File: src/rtl/gcm_pkg.sv
package gcm_pkg;

   // default width of the amount in cents
   localparam int AMOUNT_BITS_DEFAULT = 20;

   // denomination table, largest first
   localparam int DENOM_COUNT = 10;
   localparam int unsigned DENOM_TABLE [DENOM_COUNT] = '{
      10000, 5000, 2000, 1000, 500, 100, 25, 10, 5, 1
   };

   // result field widths
   localparam int VALUE_BITS = 14;
   localparam int COUNT_BITS = 7;

   // width of what is left once hundred-dollar pieces are taken out
   localparam int REM_BITS = 14;

   // hundred-dollar split: count, nonzero flag and remainder below 10000
   typedef struct packed {
      logic [COUNT_BITS-1:0] top_count;
      logic                  top_nonzero;
      logic [REM_BITS-1:0]   rest;
   } hund_split_type;

   // full breakdown of one amount
   typedef struct packed {
      logic [DENOM_COUNT-1:0][COUNT_BITS-1:0] counts;
      logic [DENOM_COUNT-1:0]                 present;
   } piece_set_type;

endpackage

File: src/rtl/gcm_if.sv
// amount channel
interface gcm_req_if
   import gcm_pkg::*;
#(
   parameter int AMOUNT_BITS = AMOUNT_BITS_DEFAULT
);
   logic                   valid;
   logic                   ready;
   logic [AMOUNT_BITS-1:0] amount_cents;

   modport source (output valid, output amount_cents, input ready);
   modport sink (input valid, input amount_cents, output ready);
endinterface

// piece channel
interface gcm_rsp_if
   import gcm_pkg::*;
();
   logic                  valid;
   logic                  ready;
   logic [VALUE_BITS-1:0] piece_value;
   logic [COUNT_BITS-1:0] piece_count;
   logic                  last_piece;

   modport source (output valid, output piece_value, output piece_count, output last_piece,
                   input ready);
   modport sink (input valid, input piece_value, input piece_count, input last_piece,
                 output ready);
endinterface

File: src/rtl/gcm_divider.sv
module gcm_divider
   import gcm_pkg::*;
#(
   parameter int AMOUNT_BITS = AMOUNT_BITS_DEFAULT
) (
   input  logic           clock,
   input  logic           reset,
   gcm_req_if.sink        req_chan,
   output logic           split_valid,
   input  logic           split_ready,
   output hund_split_type split_word
);

   localparam int PROD_BITS = 2 * AMOUNT_BITS;
   localparam int WIDE_BITS = (AMOUNT_BITS > REM_BITS + 1) ? AMOUNT_BITS : REM_BITS + 1;
   // reciprocal of the top denomination, scaled by 2^AMOUNT_BITS, rounded down
   localparam logic [AMOUNT_BITS-1:0] RECIP =
      AMOUNT_BITS'((64'd1 << AMOUNT_BITS) / 64'(DENOM_TABLE[0]));

   logic                   a_valid_ff, a_valid_in;
   logic [AMOUNT_BITS-1:0] a_amount_ff, a_amount_in;
   logic                   b_valid_ff, b_valid_in;
   logic [AMOUNT_BITS-1:0] b_amount_ff, b_amount_in;
   logic [AMOUNT_BITS-1:0] b_quot_ff, b_quot_in;
   logic                   a_ready, b_ready;
   logic [PROD_BITS-1:0]   recip_prod;
   logic [AMOUNT_BITS-1:0] rem_est;
   logic [AMOUNT_BITS-1:0] quot_full;
   logic [WIDE_BITS-1:0]   rem_wide;
   logic                   fix;

   // stage handshake
   assign b_ready        = !b_valid_ff || split_ready;
   assign a_ready        = !a_valid_ff || b_ready;
   assign req_chan.ready = a_ready;

   // input register
   always_comb begin
      a_valid_in  = a_valid_ff;
      a_amount_in = a_amount_ff;
      if (a_ready) begin
         a_valid_in  = req_chan.valid;
         a_amount_in = req_chan.amount_cents;
      end
   end

   // quotient estimate, low by at most one
   assign recip_prod = PROD_BITS'(a_amount_ff) * PROD_BITS'(RECIP);

   always_comb begin
      b_valid_in  = b_valid_ff;
      b_amount_in = b_amount_ff;
      b_quot_in   = b_quot_ff;
      if (b_ready) begin
         b_valid_in  = a_valid_ff;
         b_amount_in = a_amount_ff;
         b_quot_in   = AMOUNT_BITS'(recip_prod >> AMOUNT_BITS);
      end
   end

   // remainder and one correction step
   always_comb begin
      rem_est   = b_amount_ff - AMOUNT_BITS'(b_quot_ff * AMOUNT_BITS'(DENOM_TABLE[0]));
      rem_wide  = WIDE_BITS'(rem_est);
      fix       = rem_wide >= WIDE_BITS'(DENOM_TABLE[0]);
      quot_full = b_quot_ff + AMOUNT_BITS'(fix);
      split_word.top_count   = quot_full[COUNT_BITS-1:0];
      split_word.top_nonzero = quot_full != '0;
      split_word.rest        = fix ? REM_BITS'(rem_wide - WIDE_BITS'(DENOM_TABLE[0]))
                                   : REM_BITS'(rem_wide);
   end

   assign split_valid = b_valid_ff;

   // stage registers
   always_ff @(posedge clock) begin
      if (reset) begin
         a_valid_ff <= 1'b0;
         b_valid_ff <= 1'b0;
      end else begin
         a_valid_ff <= a_valid_in;
         b_valid_ff <= b_valid_in;
      end
      a_amount_ff <= a_amount_in;
      b_amount_ff <= b_amount_in;
      b_quot_ff   <= b_quot_in;
   end

endmodule

File: src/rtl/gcm_splitter.sv
module gcm_splitter
   import gcm_pkg::*;
(
   input  logic           clock,
   input  logic           reset,
   input  logic           split_valid,
   output logic           split_ready,
   input  hund_split_type split_word,
   output logic           set_valid,
   input  logic           set_ready,
   output piece_set_type  set_word
);

   // first denomination handled by the fine stage
   localparam int FINE_FIRST = 5;
   // no denomination below the top one is taken more than four times
   localparam int SMALL_COUNT_MAX = 4;

   logic                  c_valid_ff, c_valid_in;
   piece_set_type         c_set_ff, c_set_in;
   logic [REM_BITS-1:0]   c_rem_ff, c_rem_in;
   logic                  d_valid_ff, d_valid_in;
   piece_set_type         d_set_ff, d_set_in;
   logic                  c_ready, d_ready;
   piece_set_type         coarse_set, fine_set;
   logic [REM_BITS-1:0]   coarse_rem, fine_rem;
   logic [COUNT_BITS-1:0] coarse_cnt, fine_cnt;

   // pieces of one denomination that fit in what is left
   function automatic logic [COUNT_BITS-1:0] piece_take(input logic [REM_BITS-1:0] rem,
                                                        input int unsigned denom);
      logic [COUNT_BITS-1:0] count;
      count = '0;
      for (int i = 1; i <= SMALL_COUNT_MAX; i++) begin
         if (32'(rem) >= 32'(i) * denom) count = COUNT_BITS'(i);
      end
      return count;
   endfunction

   // stage handshake
   assign d_ready     = !d_valid_ff || set_ready;
   assign c_ready     = !c_valid_ff || d_ready;
   assign split_ready = c_ready;

   // coarse split: hundred-dollar count from the divider, then bills from fifty down to five dollars
   always_comb begin
      coarse_set            = '0;
      coarse_set.counts[0]  = split_word.top_count;
      coarse_set.present[0] = split_word.top_nonzero;
      coarse_rem            = split_word.rest;
      coarse_cnt            = '0;
      for (int i = 1; i < FINE_FIRST; i++) begin
         coarse_cnt            = piece_take(coarse_rem, DENOM_TABLE[i]);
         coarse_set.counts[i]  = coarse_cnt;
         coarse_set.present[i] = coarse_cnt != '0;
         coarse_rem            = coarse_rem - REM_BITS'(32'(coarse_cnt) * DENOM_TABLE[i]);
      end
   end

   always_comb begin
      c_valid_in = c_valid_ff;
      c_set_in   = c_set_ff;
      c_rem_in   = c_rem_ff;
      if (c_ready) begin
         c_valid_in = split_valid;
         c_set_in   = coarse_set;
         c_rem_in   = coarse_rem;
      end
   end

   // fine split: dollar bill and coins
   always_comb begin
      fine_set = c_set_ff;
      fine_rem = c_rem_ff;
      fine_cnt = '0;
      for (int i = FINE_FIRST; i < DENOM_COUNT; i++) begin
         fine_cnt            = piece_take(fine_rem, DENOM_TABLE[i]);
         fine_set.counts[i]  = fine_cnt;
         fine_set.present[i] = fine_cnt != '0;
         fine_rem            = fine_rem - REM_BITS'(32'(fine_cnt) * DENOM_TABLE[i]);
      end
   end

   always_comb begin
      d_valid_in = d_valid_ff;
      d_set_in   = d_set_ff;
      if (d_ready) begin
         d_valid_in = c_valid_ff;
         d_set_in   = fine_set;
      end
   end

   assign set_valid = d_valid_ff;
   assign set_word  = d_set_ff;

   // stage registers
   always_ff @(posedge clock) begin
      if (reset) begin
         c_valid_ff <= 1'b0;
         d_valid_ff <= 1'b0;
      end else begin
         c_valid_ff <= c_valid_in;
         d_valid_ff <= d_valid_in;
      end
      c_set_ff <= c_set_in;
      c_rem_ff <= c_rem_in;
      d_set_ff <= d_set_in;
   end

endmodule

File: src/rtl/gcm_emitter.sv
module gcm_emitter
   import gcm_pkg::*;
(
   input  logic          clock,
   input  logic          reset,
   input  logic          set_valid,
   output logic          set_ready,
   input  piece_set_type set_word,
   gcm_rsp_if.source     rsp_chan
);

   logic [DENOM_COUNT-1:0]                 pend_ff, pend_in;
   logic [DENOM_COUNT-1:0][COUNT_BITS-1:0] counts_ff, counts_in;
   logic [DENOM_COUNT-1:0]                 sel_hot;
   logic [VALUE_BITS-1:0]                  sel_value;
   logic [COUNT_BITS-1:0]                  sel_count;
   logic                                   sel_last;
   logic                                   fire;

   // largest pending denomination goes out first
   always_comb begin
      sel_hot   = '0;
      sel_value = '0;
      sel_count = '0;
      for (int i = DENOM_COUNT - 1; i >= 0; i--) begin
         if (pend_ff[i]) begin
            sel_hot    = '0;
            sel_hot[i] = 1'b1;
            sel_value  = VALUE_BITS'(DENOM_TABLE[i]);
            sel_count  = counts_ff[i];
         end
      end
      sel_last = (pend_ff & ~sel_hot) == '0;
   end

   // word out
   assign rsp_chan.valid       = |pend_ff;
   assign rsp_chan.piece_value = sel_value;
   assign rsp_chan.piece_count = sel_count;
   assign rsp_chan.last_piece  = sel_last;

   assign fire      = rsp_chan.valid && rsp_chan.ready;
   assign set_ready = !rsp_chan.valid || (fire && sel_last);

   // load a new breakdown or retire the word just taken
   always_comb begin
      pend_in   = pend_ff;
      counts_in = counts_ff;
      if (set_valid && set_ready) begin
         pend_in   = set_word.present;
         counts_in = set_word.counts;
      end else if (fire) begin
         pend_in = pend_ff & ~sel_hot;
      end
   end

   always_ff @(posedge clock) begin
      if (reset) begin
         pend_ff <= '0;
      end else begin
         pend_ff <= pend_in;
      end
      counts_ff <= counts_in;
   end

endmodule

File: src/rtl/greedy_change_maker_top.sv
// Greedy change maker, US denominations.
// req_chan carries one amount in cents per word (valid/ready, taken when both
// are high). rsp_chan returns one word per nonzero denomination, largest
// value first, with the piece value, the piece count and last_piece set on
// the final word of the amount. A zero amount returns nothing.
// The first word of an amount passes the input register, the reciprocal
// multiply, the correction and coarse split, the fine split, then the
// emitter register.
// Throughput: the emitter sends one word per cycle while rsp_chan.ready is
// high, and a nonzero amount gives 1 to 10 words; a new breakdown loads in
// the cycle its predecessor's last word is taken. The four pipeline stages
// hold further amounts, and req_chan.ready stays high while any of them is
// free, so amounts are taken every cycle as long as the emitter keeps pace.
// Reset clears every stage valid and the emitter's pending mask; no word is
// shown in the cycle after reset.
// When the receiver holds rsp_chan.ready low the current word holds steady,
// the pipeline fills and then drops req_chan.ready; nothing is lost.
module greedy_change_maker_top
   import gcm_pkg::*;
#(
   parameter int AMOUNT_BITS = AMOUNT_BITS_DEFAULT
) (
   input  logic      clock,
   input  logic      reset,
   gcm_req_if.sink   req_chan,
   gcm_rsp_if.source rsp_chan
);

   logic           split_valid, split_ready;
   hund_split_type split_word;
   logic           set_valid, set_ready;
   piece_set_type  set_word;

   // hundred-dollar division
   gcm_divider #(
      .AMOUNT_BITS(AMOUNT_BITS)
   ) u_divider (
      .clock      (clock),
      .reset      (reset),
      .req_chan   (req_chan),
      .split_valid(split_valid),
      .split_ready(split_ready),
      .split_word (split_word)
   );

   // smaller denominations
   gcm_splitter u_splitter (
      .clock      (clock),
      .reset      (reset),
      .split_valid(split_valid),
      .split_ready(split_ready),
      .split_word (split_word),
      .set_valid  (set_valid),
      .set_ready  (set_ready),
      .set_word   (set_word)
   );

   // one word per nonzero denomination
   gcm_emitter u_emitter (
      .clock    (clock),
      .reset    (reset),
      .set_valid(set_valid),
      .set_ready(set_ready),
      .set_word (set_word),
      .rsp_chan (rsp_chan)
   );

   // a new breakdown only loads while the last word of the old one leaves
   assert property (@(posedge clock) disable iff (reset)
      (set_valid && set_ready && rsp_chan.valid) |-> (rsp_chan.ready && rsp_chan.last_piece))
      else $error("breakdown loaded over pending words");

   // words of one amount come out in falling value order
   assert property (@(posedge clock) disable iff (reset)
      (rsp_chan.valid && rsp_chan.ready && !rsp_chan.last_piece) |=>
      (rsp_chan.valid && (rsp_chan.piece_value < $past(rsp_chan.piece_value))))
      else $error("denomination order broken");

   // nothing is shown right after reset
   assert property (@(posedge clock) $past(reset) |-> !rsp_chan.valid)
      else $error("word shown after reset");

endmodule

File: src/flat_wrapper.sv
// flat-port wrapper written by rule: the top's interface ports become plain ports
module greedy_change_maker_top_flat import gcm_pkg::*;
#(
   parameter int AMOUNT_BITS = AMOUNT_BITS_DEFAULT
)
  (clock, reset, req_chan_valid, req_chan_amount_cents, req_chan_ready, rsp_chan_valid, rsp_chan_piece_value, rsp_chan_piece_count, rsp_chan_last_piece, rsp_chan_ready);
  gcm_req_if #(.AMOUNT_BITS(AMOUNT_BITS)) req_chan_i ();
  gcm_rsp_if rsp_chan_i ();
  input  logic clock;
  input  logic reset;
  input wire logic [$bits(req_chan_i.valid)-1:0] req_chan_valid;
  input wire logic [$bits(req_chan_i.amount_cents)-1:0] req_chan_amount_cents;
  output wire logic [$bits(req_chan_i.ready)-1:0] req_chan_ready;
  output wire logic [$bits(rsp_chan_i.valid)-1:0] rsp_chan_valid;
  output wire logic [$bits(rsp_chan_i.piece_value)-1:0] rsp_chan_piece_value;
  output wire logic [$bits(rsp_chan_i.piece_count)-1:0] rsp_chan_piece_count;
  output wire logic [$bits(rsp_chan_i.last_piece)-1:0] rsp_chan_last_piece;
  input wire logic [$bits(rsp_chan_i.ready)-1:0] rsp_chan_ready;
  assign req_chan_i.valid = req_chan_valid;
  assign req_chan_i.amount_cents = req_chan_amount_cents;
  assign req_chan_ready = req_chan_i.ready;
  assign rsp_chan_valid = rsp_chan_i.valid;
  assign rsp_chan_piece_value = rsp_chan_i.piece_value;
  assign rsp_chan_piece_count = rsp_chan_i.piece_count;
  assign rsp_chan_last_piece = rsp_chan_i.last_piece;
  assign rsp_chan_i.ready = rsp_chan_ready;
  greedy_change_maker_top #(.AMOUNT_BITS(AMOUNT_BITS)) u_core (.clock(clock), .reset(reset), .req_chan(req_chan_i), .rsp_chan(rsp_chan_i));
endmodule
File: config.mk
export PLATFORM = sky130hd
export DESIGN_NAME = greedy_change_maker_top_flat
export DESIGN_NICKNAME = d
export VERILOG_FILES = /design/src/rtl/gcm_pkg.sv /design/src/rtl/gcm_if.sv /design/src/rtl/gcm_divider.sv /design/src/rtl/gcm_splitter.sv /design/src/rtl/gcm_emitter.sv /design/src/rtl/greedy_change_maker_top.sv /design/src/flat_wrapper.sv
export SDC_FILE = /design/constraint.sdc
export NUM_CORES = 1
export LEC_CHECK = 0
export BUFFER_PORTS_ARGS = -buffer_cell sky130_fd_sc_hd__buf_2
export CORE_MARGIN = 3
export CORE_UTILIZATION = 50
export CTS_BUF_LIST = sky130_fd_sc_hd__clkbuf_4
export CTS_CLUSTER_DIAMETER = 200
export CTS_CLUSTER_SIZE = 30
export DETAILED_ROUTE_END_ITERATION = 6
export GPL_TIMING_DRIVEN = 0
export HOLD_SLACK_MARGIN = 0.03
export PLACE_DENSITY_LB_ADDON = 0.12
export RECOVER_POWER = 25
export REMOVE_ABC_BUFFERS = 1
export SKIP_CTS_REPAIR_TIMING = 1
export SLEW_MARGIN = 15
export SYNTH_ARGS = -nofsm -noshare
export SYNTH_HDL_FRONTEND = slang
export SYNTH_SLANG_ARGS = --single-unit
File: constraint.sdc
create_clock -name clock -period 29.9 [get_ports clock]
set_clock_uncertainty 0.1 [all_clocks]
set_input_delay 1.495 -clock clock [delete_from_list [all_inputs] [get_ports clock]]
set_output_delay 1.495 -clock clock [all_outputs]
set_load 0.05 [all_outputs]
Yosys cells after proc, flatten, opt, wreduce, memory -nomap -nowiden
Index checks and enable logic that the tools add are counted.
- register bits after elaboration: 265
- output and inout port bits: 24
- logic and storage cells: 189
- input bits: 24
- reductions and logical operators: 26
- order comparisons: 36
- bitwise operators: 2
- mux-type cells: 68
- multipliers: 10
- add/sub/neg operators: 11
- operators with widths (cell ; number):
    7-bit 2-to-1 mux ; 36
    14-bit 2-to-1 mux ; 10
    10-bit 2-to-1 mux ; 12
    14-bit subtractor ; 5
    7-bit nonzero test ; 9
    14-bit by 11-bit >= comparator with 1-bit output (second input constant) ; 4
    14-bit by 5-bit >= comparator with 1-bit output (second input constant) ; 4
    14-bit by 12-bit >= comparator with 1-bit output (second input constant) ; 3
    14-bit by 13-bit >= comparator with 1-bit output (second input constant) ; 3
    14-bit by 4-bit >= comparator with 1-bit output (second input constant) ; 3
    14-bit by 7-bit >= comparator with 1-bit output (second input constant) ; 3
    14-bit by 9-bit >= comparator with 1-bit output (second input constant) ; 3
    14-bit by 10-bit >= comparator with 1-bit output (second input constant) ; 2
    14-bit >= comparator (second input constant) ; 2
    14-bit by 2-bit >= comparator with 1-bit output (second input constant) ; 2
    14-bit by 3-bit >= comparator with 1-bit output (second input constant) ; 2
    14-bit by 6-bit >= comparator with 1-bit output (second input constant) ; 2
    20-bit by 4-bit multiplier with 24-bit output (second input constant) ; 1
    7-bit by 5-bit multiplier with 12-bit output (second input constant) ; 2
    20-bit by 14-bit >= comparator with 1-bit output (second input constant) ; 1
    7-bit by 3-bit multiplier with 10-bit output (second input constant) ; 2
    20-bit nonzero test ; 1
    20-bit subtractor ; 1
    7-bit by 10-bit multiplier with 16-bit output (second input constant) ; 1
    20 further kinds ; 39

Longest topological paths before layout
- word-level depth: 34
- depth in mapped cells: 103
- depth with buffers taken out: 101

Hierarchy
Synthesis repeated with hierarchy kept, for this count alone.
- cell total of the unflattened synthesis: 1745
- area total of the unflattened synthesis: 17443.0 um^2
- by module, submodules not included (module ; cells an instance ; instances ; area an instance (um^2) ; sequential area each (um^2)):
    gcm_splitter ; 936 ; 1 ; 8712.1 ; 2442.3
    gcm_divider ; 538 ; 1 ; 5285.1 ; 1451.4
    gcm_emitter ; 271 ; 1 ; 3445.8 ; 2302.2

Least setup slack after synthesis
Ideal clock, no wire load.
- path kind: register to register
- from: reg u_core.u_divider.b_quot_ff[4]
- to: reg u_core.u_splitter.c_rem_ff[13] (data pin)
- data required time: 29.541 ns
- arrival time: 18.657 ns
- slack: 10.884 ns
- cell stages (with the launch flop): 94
- path through: edfxtp_1 > ha_1 > ha_1 > fa_1 > inv_1 > fa_1 > inv_1 > ha_1 > o21ai_0 > o21bai_1 > a21oi_1 > o21bai_1 > a21oi_1 > xor2_1 > ha_1 > and3_1 > a221oi_1 > inv_1 > [... 58 more ...] > nor2_1 > o21ai_1 > or2_1 > nor2_1 > ha_1 > ha_1 > ha_1 > ha_1 > a21oi_1 > xnor2_1 > xnor2_1 > ha_1 > nand2_1 > nand2_1 > a31oi_4 > mux2i_1 > a22oi_1 > xnor2_1
- RTL lines (item ; line ; text):
    start: declaration ; gcm_divider.sv:24 ; logic [AMOUNT_BITS-1:0] b_quot_ff, b_quot_in;
    start signal: assignment ; gcm_divider.sv:86 ; b_quot_ff <= b_quot_in;
    end signal: assignment ; gcm_splitter.sv:106 ; c_rem_ff <= c_rem_in;
    end: declaration ; gcm_splitter.sv:21 ; logic [REM_BITS-1:0] c_rem_ff, c_rem_in;

==> run summary <==
The run finished with clean final reports. The logs give 15,200 um2 for the synthesized area and 63 for the placement row count. For this run, the top clock speed supported by timing is 45.9 MHz.

Setup violations remaining at the end of the flow were counted as 0. The number of max-slew violations in the final report is 0, and the Yosys warning count is 0. The worst setup path is captured at a flip-flop.

The clock reaches the later pin of the worst-skew pair after 600 ps. The effective utilization at floorplan is 51.0%. The run gives 10.7k as the number of global-route vias before repair. STA classifies the critical path startpoint as a flip-flop. The tools report the clock root buffer as sky130_fd_sc_hd__clkbuf_4. In this run, synthesis produced a sequential element count of 174. The length in cells of the worst reg-to-reg path came out at 90. The logs give 174 for the number of clock sinks and 18.7% for the global-route total usage across every layer.

In this run the critical register-to-register path is launched from u_core.u_divider.b_quot_ff[4]. For this design, the slowest cell found on the critical path is sky130_fd_sc_hd__edfxtp_1. The largest buffer count on any clock path is 2, and the average footprint of a synthesized cell is 9.68 um2. At the end of routability-driven placement, the weighted congestion stood at 0.895. The number of antenna violations at the first check in global routing is 1. In this run the worst hold path is classified as flip-flop to flip-flop. In the post-route analysis, the smallest setup slack over all paths is 8110 ps. The worst setup path is of the flip-flop to flip-flop kind. In this run the count of I/O pins placed on the die edge is 48. Clock-pin slew was measured on the worst setup and hold paths at 170 ps. For the required time of the worst setup path, the log shows 30,170 ps. The clock period could shrink to 21,790 ps. The run gives 17 as the number of clock buffers inserted by TritonCTS. The synthesized netlist contains 100 unique library cells. The relative slew slack is 25.0%.

The final clock period utilization by the worst path was 72.9%. The biggest area contributor in the post-synthesis netlist is sky130_fd_sc_hd__edfxtp_1. The tools report the endpoint of the most critical setup path as u_core.u_splitter.c_rem_ff[13]. Summed over all nets, the half-perimeter wirelength after detailed placement is 24.4 mm. At the placement stage, the worst setup path has a slack of 8250 ps. At the pin with the least slew margin, the transition time is 1120 ps.

The wire length of the first global-routing pass is 50.8 mm, and the number of remaining DRC errors is 0. For the final routed database, the setup TNS stands at 0 ps. The post-synthesis instance total came out at 1,571.

The H-tree depth was 4; the layout overhead on the synthesized area was 6.89%. TritonCTS built the clock tree. After global routing the overflow that remains totals 0.

The largest fanout on the critical path came out at 14. By instance count, the cell type seen most on the critical path is sky130_fd_sc_hd__ha_1. Number of maximum-capacitance constraint violations: 0.

The run gives 1,894 as the number of nets at the end of the flow. Entering global routing, the biggest net connects 38 pins. The smallest hold slack came out at 319 ps. Summing over every cut layer, the via total after detailed routing is 11.0k. Setup slack on the worst reg-to-reg path comes out at 8110 ps. From left edge to right edge, the die measures 180 um.

The fraction of synthesis flops using an asynchronous set or reset pin was 0%; the die outline height was 180 um. Setup repair after global routing left no endpoint under its margin. After detailed routing, the average wire length per cell comes to 14.8 um. For the iteration count of the initial detailed-routing pass, the log shows 7. The worst register-to-register path ends at u_core.u_splitter.c_rem_ff[13].

The final layout contains routed wiring with a total length of 30.1 mm. Core area: 29,800 um2. In the post-synthesis netlist, the biggest area contributors are sky130_fd_sc_hd__edfxtp_1, sky130_fd_sc_hd__ha_1, sky130_fd_sc_hd__inv_1. The sequential element share of the synthesized area came out at 33.4%. The critical path starts at u_core.u_divider.b_quot_ff[4].

The number of flops mapped to enable cells by yosys is 160, and the count of routing violations after the opening detailed-route iteration is 512. The fraction of final layout cells sized beyond drive strength 1 was 8.47%; the number of nets with antenna violations after routing was 0. Data arrival at the endpoint of the critical path: 22,060 ps. The primary flip-flop cell chosen by synthesis mapping is sky130_fd_sc_hd__edfxtp_1. The die covers 32,500 um2.

Using the TritonRoute via totals, the vias-per-cell ratio works out to 5.43. In this run the tool buffered the top-level ports with 46 buffer cells. The share of the synthesized area in the top cell type came out at 31.6%. The number of failing hold endpoints at the final stage is 0, and the largest stage delay on the critical path is 600 ps.
metrics by stage:
step                utilization (%)  instances  area [um2]
finish                         54.5       2032       16200
CTS                            54.5       2031       16200
global route                   54.5       2032       16200
floorplan                         -       1560       15100
global placement               53.2       1996       15900
detailed placement             53.5       1999       15900
registers in the layout (all words and copies together), names as in the netlist:
name	count
u_core.u_divider.b_quot_ff	7
u_core.u_divider.b_amount_ff	20
u_core.u_divider.a_amount_ff	20
u_core.u_splitter.c_rem_ff	14
u_core.u_splitter.c_set_ff	23
u_core.u_splitter.set_valid	1
u_core.u_divider.split_valid	1
u_core.u_emitter.counts_ff	33
u_core.u_splitter.c_valid_ff	1
u_core.u_emitter.pend_ff	10
u_core.u_divider.a_valid_ff	1
u_core.u_splitter.set_word	43
final cells by class:
type	instances	area, um2
Fill cell	2706	13500
Clock inverter	15	184
Antenna cell	1	2.50
Tap cell	390	488
Multi-Input combinational cell	1159	9210
Clock buffer	17	128
Timing Repair Buffer	49	298
Sequential cell	174	5080
Inverter	227	852
worst max-delay path: cells and delay by family (launching register included):
family                     cells  cell delay, ps
and+or+nand+nor               16            3040
buffers and inverters          9             990
adders and majority gates     24            7880
AOI/OAI and AO/OA             28            6340
DFF                            1             600
muxes                          2             320
xor gates and xnor gates      11            2240
Yosys cell counts (5+ instances only):
| cell type | number |
|---|---|
| sky130_fd_sc_hd__inv_1 | 226 |
| sky130_fd_sc_hd__ha_1 | 207 |
| sky130_fd_sc_hd__edfxtp_1 | 160 |
| sky130_fd_sc_hd__nor2_1 | 130 |
| sky130_fd_sc_hd__a21oi_1 | 105 |
| sky130_fd_sc_hd__nand2_1 | 76 |
| sky130_fd_sc_hd__xnor2_1 | 72 |
| sky130_fd_sc_hd__a21o_1 | 51 |
| sky130_fd_sc_hd__o21ai_0 | 49 |
| sky130_fd_sc_hd__xor2_1 | 47 |
| sky130_fd_sc_hd__fa_1 | 35 |
| sky130_fd_sc_hd__nor2b_1 | 28 |
| sky130_fd_sc_hd__nand3_1 | 23 |
| sky130_fd_sc_hd__nor3_1 | 23 |
| sky130_fd_sc_hd__nand2b_1 | 22 |
| sky130_fd_sc_hd__a31oi_1 | 15 |
| sky130_fd_sc_hd__and2_1 | 14 |
| sky130_fd_sc_hd__and3_1 | 14 |
| sky130_fd_sc_hd__clkbuf_1 | 14 |
| sky130_fd_sc_hd__dfxtp_1 | 14 |
| sky130_fd_sc_hd__o21bai_1 | 12 |
| sky130_fd_sc_hd__or2_2 | 12 |
| sky130_fd_sc_hd__or3_1 | 12 |
| sky130_fd_sc_hd__a211oi_1 | 11 |
| sky130_fd_sc_hd__nand4_1 | 11 |
| sky130_fd_sc_hd__o211ai_1 | 11 |
| sky130_fd_sc_hd__o21a_1 | 11 |
| sky130_fd_sc_hd__mux2i_1 | 8 |
| sky130_fd_sc_hd__o21ai_1 | 8 |
| sky130_fd_sc_hd__o31ai_1 | 7 |
| sky130_fd_sc_hd__a22oi_1 | 6 |
| sky130_fd_sc_hd__nor3b_1 | 6 |
| sky130_fd_sc_hd__nor4_1 | 6 |
| sky130_fd_sc_hd__nand3b_1 | 5 |
| sky130_fd_sc_hd__o2111ai_1 | 5 |
| sky130_fd_sc_hd__or2_1 | 5 |
| sky130_fd_sc_hd__or4_1 | 5 |
how the worst min path moves through the flow:
stage                                         from                        endpoint  cells past startpoint
floorplan           u_core.u_splitter.set_word[10]   u_core.u_emitter.counts_ff[0]                      0
global placement    u_core.u_splitter.c_set_ff[38]  u_core.u_splitter.set_word[38]                      0
detailed placement  u_core.u_splitter.set_word[59]  u_core.u_emitter.counts_ff[49]                      0
CTS                 u_core.u_splitter.c_set_ff[38]  u_core.u_splitter.set_word[38]                      0
global route        u_core.u_splitter.set_word[39]  u_core.u_emitter.counts_ff[29]                      0
finish              u_core.u_splitter.set_word[39]  u_core.u_emitter.counts_ff[29]                      0
layout by cell type, fill, tap and decap left out, types with 12 or more instances in the layout:
cell type	Yosys	final
sky130_fd_sc_hd__a31oi_1	15	15
sky130_fd_sc_hd__fa_1	35	35
sky130_fd_sc_hd__nand3_1	23	22
sky130_fd_sc_hd__nor2b_1	28	27
sky130_fd_sc_hd__clkbuf_4	0	17
sky130_fd_sc_hd__inv_1	226	224
sky130_fd_sc_hd__conb_1	2	12
sky130_fd_sc_hd__buf_2	1	46
sky130_fd_sc_hd__edfxtp_1	160	160
sky130_fd_sc_hd__and2_1	14	14
sky130_fd_sc_hd__or2_2	12	12
sky130_fd_sc_hd__a21o_1	51	51
sky130_fd_sc_hd__nand2b_1	22	22
sky130_fd_sc_hd__or3_1	12	12
sky130_fd_sc_hd__nand2_1	76	76
sky130_fd_sc_hd__dfxtp_1	14	14
sky130_fd_sc_hd__nor2_1	130	130
sky130_fd_sc_hd__and3_1	14	14
sky130_fd_sc_hd__xor2_1	47	47
sky130_fd_sc_hd__o21bai_1	12	12
sky130_fd_sc_hd__a21oi_1	105	105
sky130_fd_sc_hd__ha_1	207	207
sky130_fd_sc_hd__xnor2_1	72	72
sky130_fd_sc_hd__o21ai_0	49	49
sky130_fd_sc_hd__nor3_1	23	23
kinds of logic (layout without fill, tap and decap cells):
family / after synthesis / after routing / synth area share (%)
DFF: 174 / 174 / 33.4
xor gates and xnor gates: 125 / 125 / 7.54
other: 2 / 13 / 0.0494
AOI/OAI and AO/OA: 357 / 357 / 16.3
buffers and inverters: 248 / 308 / 6.28
adders and majority gates: 245 / 245 / 21.8
muxes: 12 / 12 / 0.839
and+or+nand+nor: 408 / 408 / 13.7
routing by layer:
| layer | vias to the layer above | track usage [%] | routed length, um |
|---|---|---|---|
| met5 | - | 0 | 0 |
| met4 | 0 | 4.14 | 397 |
| met3 | 27 | 2.87 | 952 |
| met2 | 165 | 32.3 | 14600 |
| met1 | 5187 | 24.8 | 14100 |
| li1 | 5656 | - | - |
Power is not shown: default switching activity piles up to over one toggle a cycle in this logic, so the estimate is an artifact.
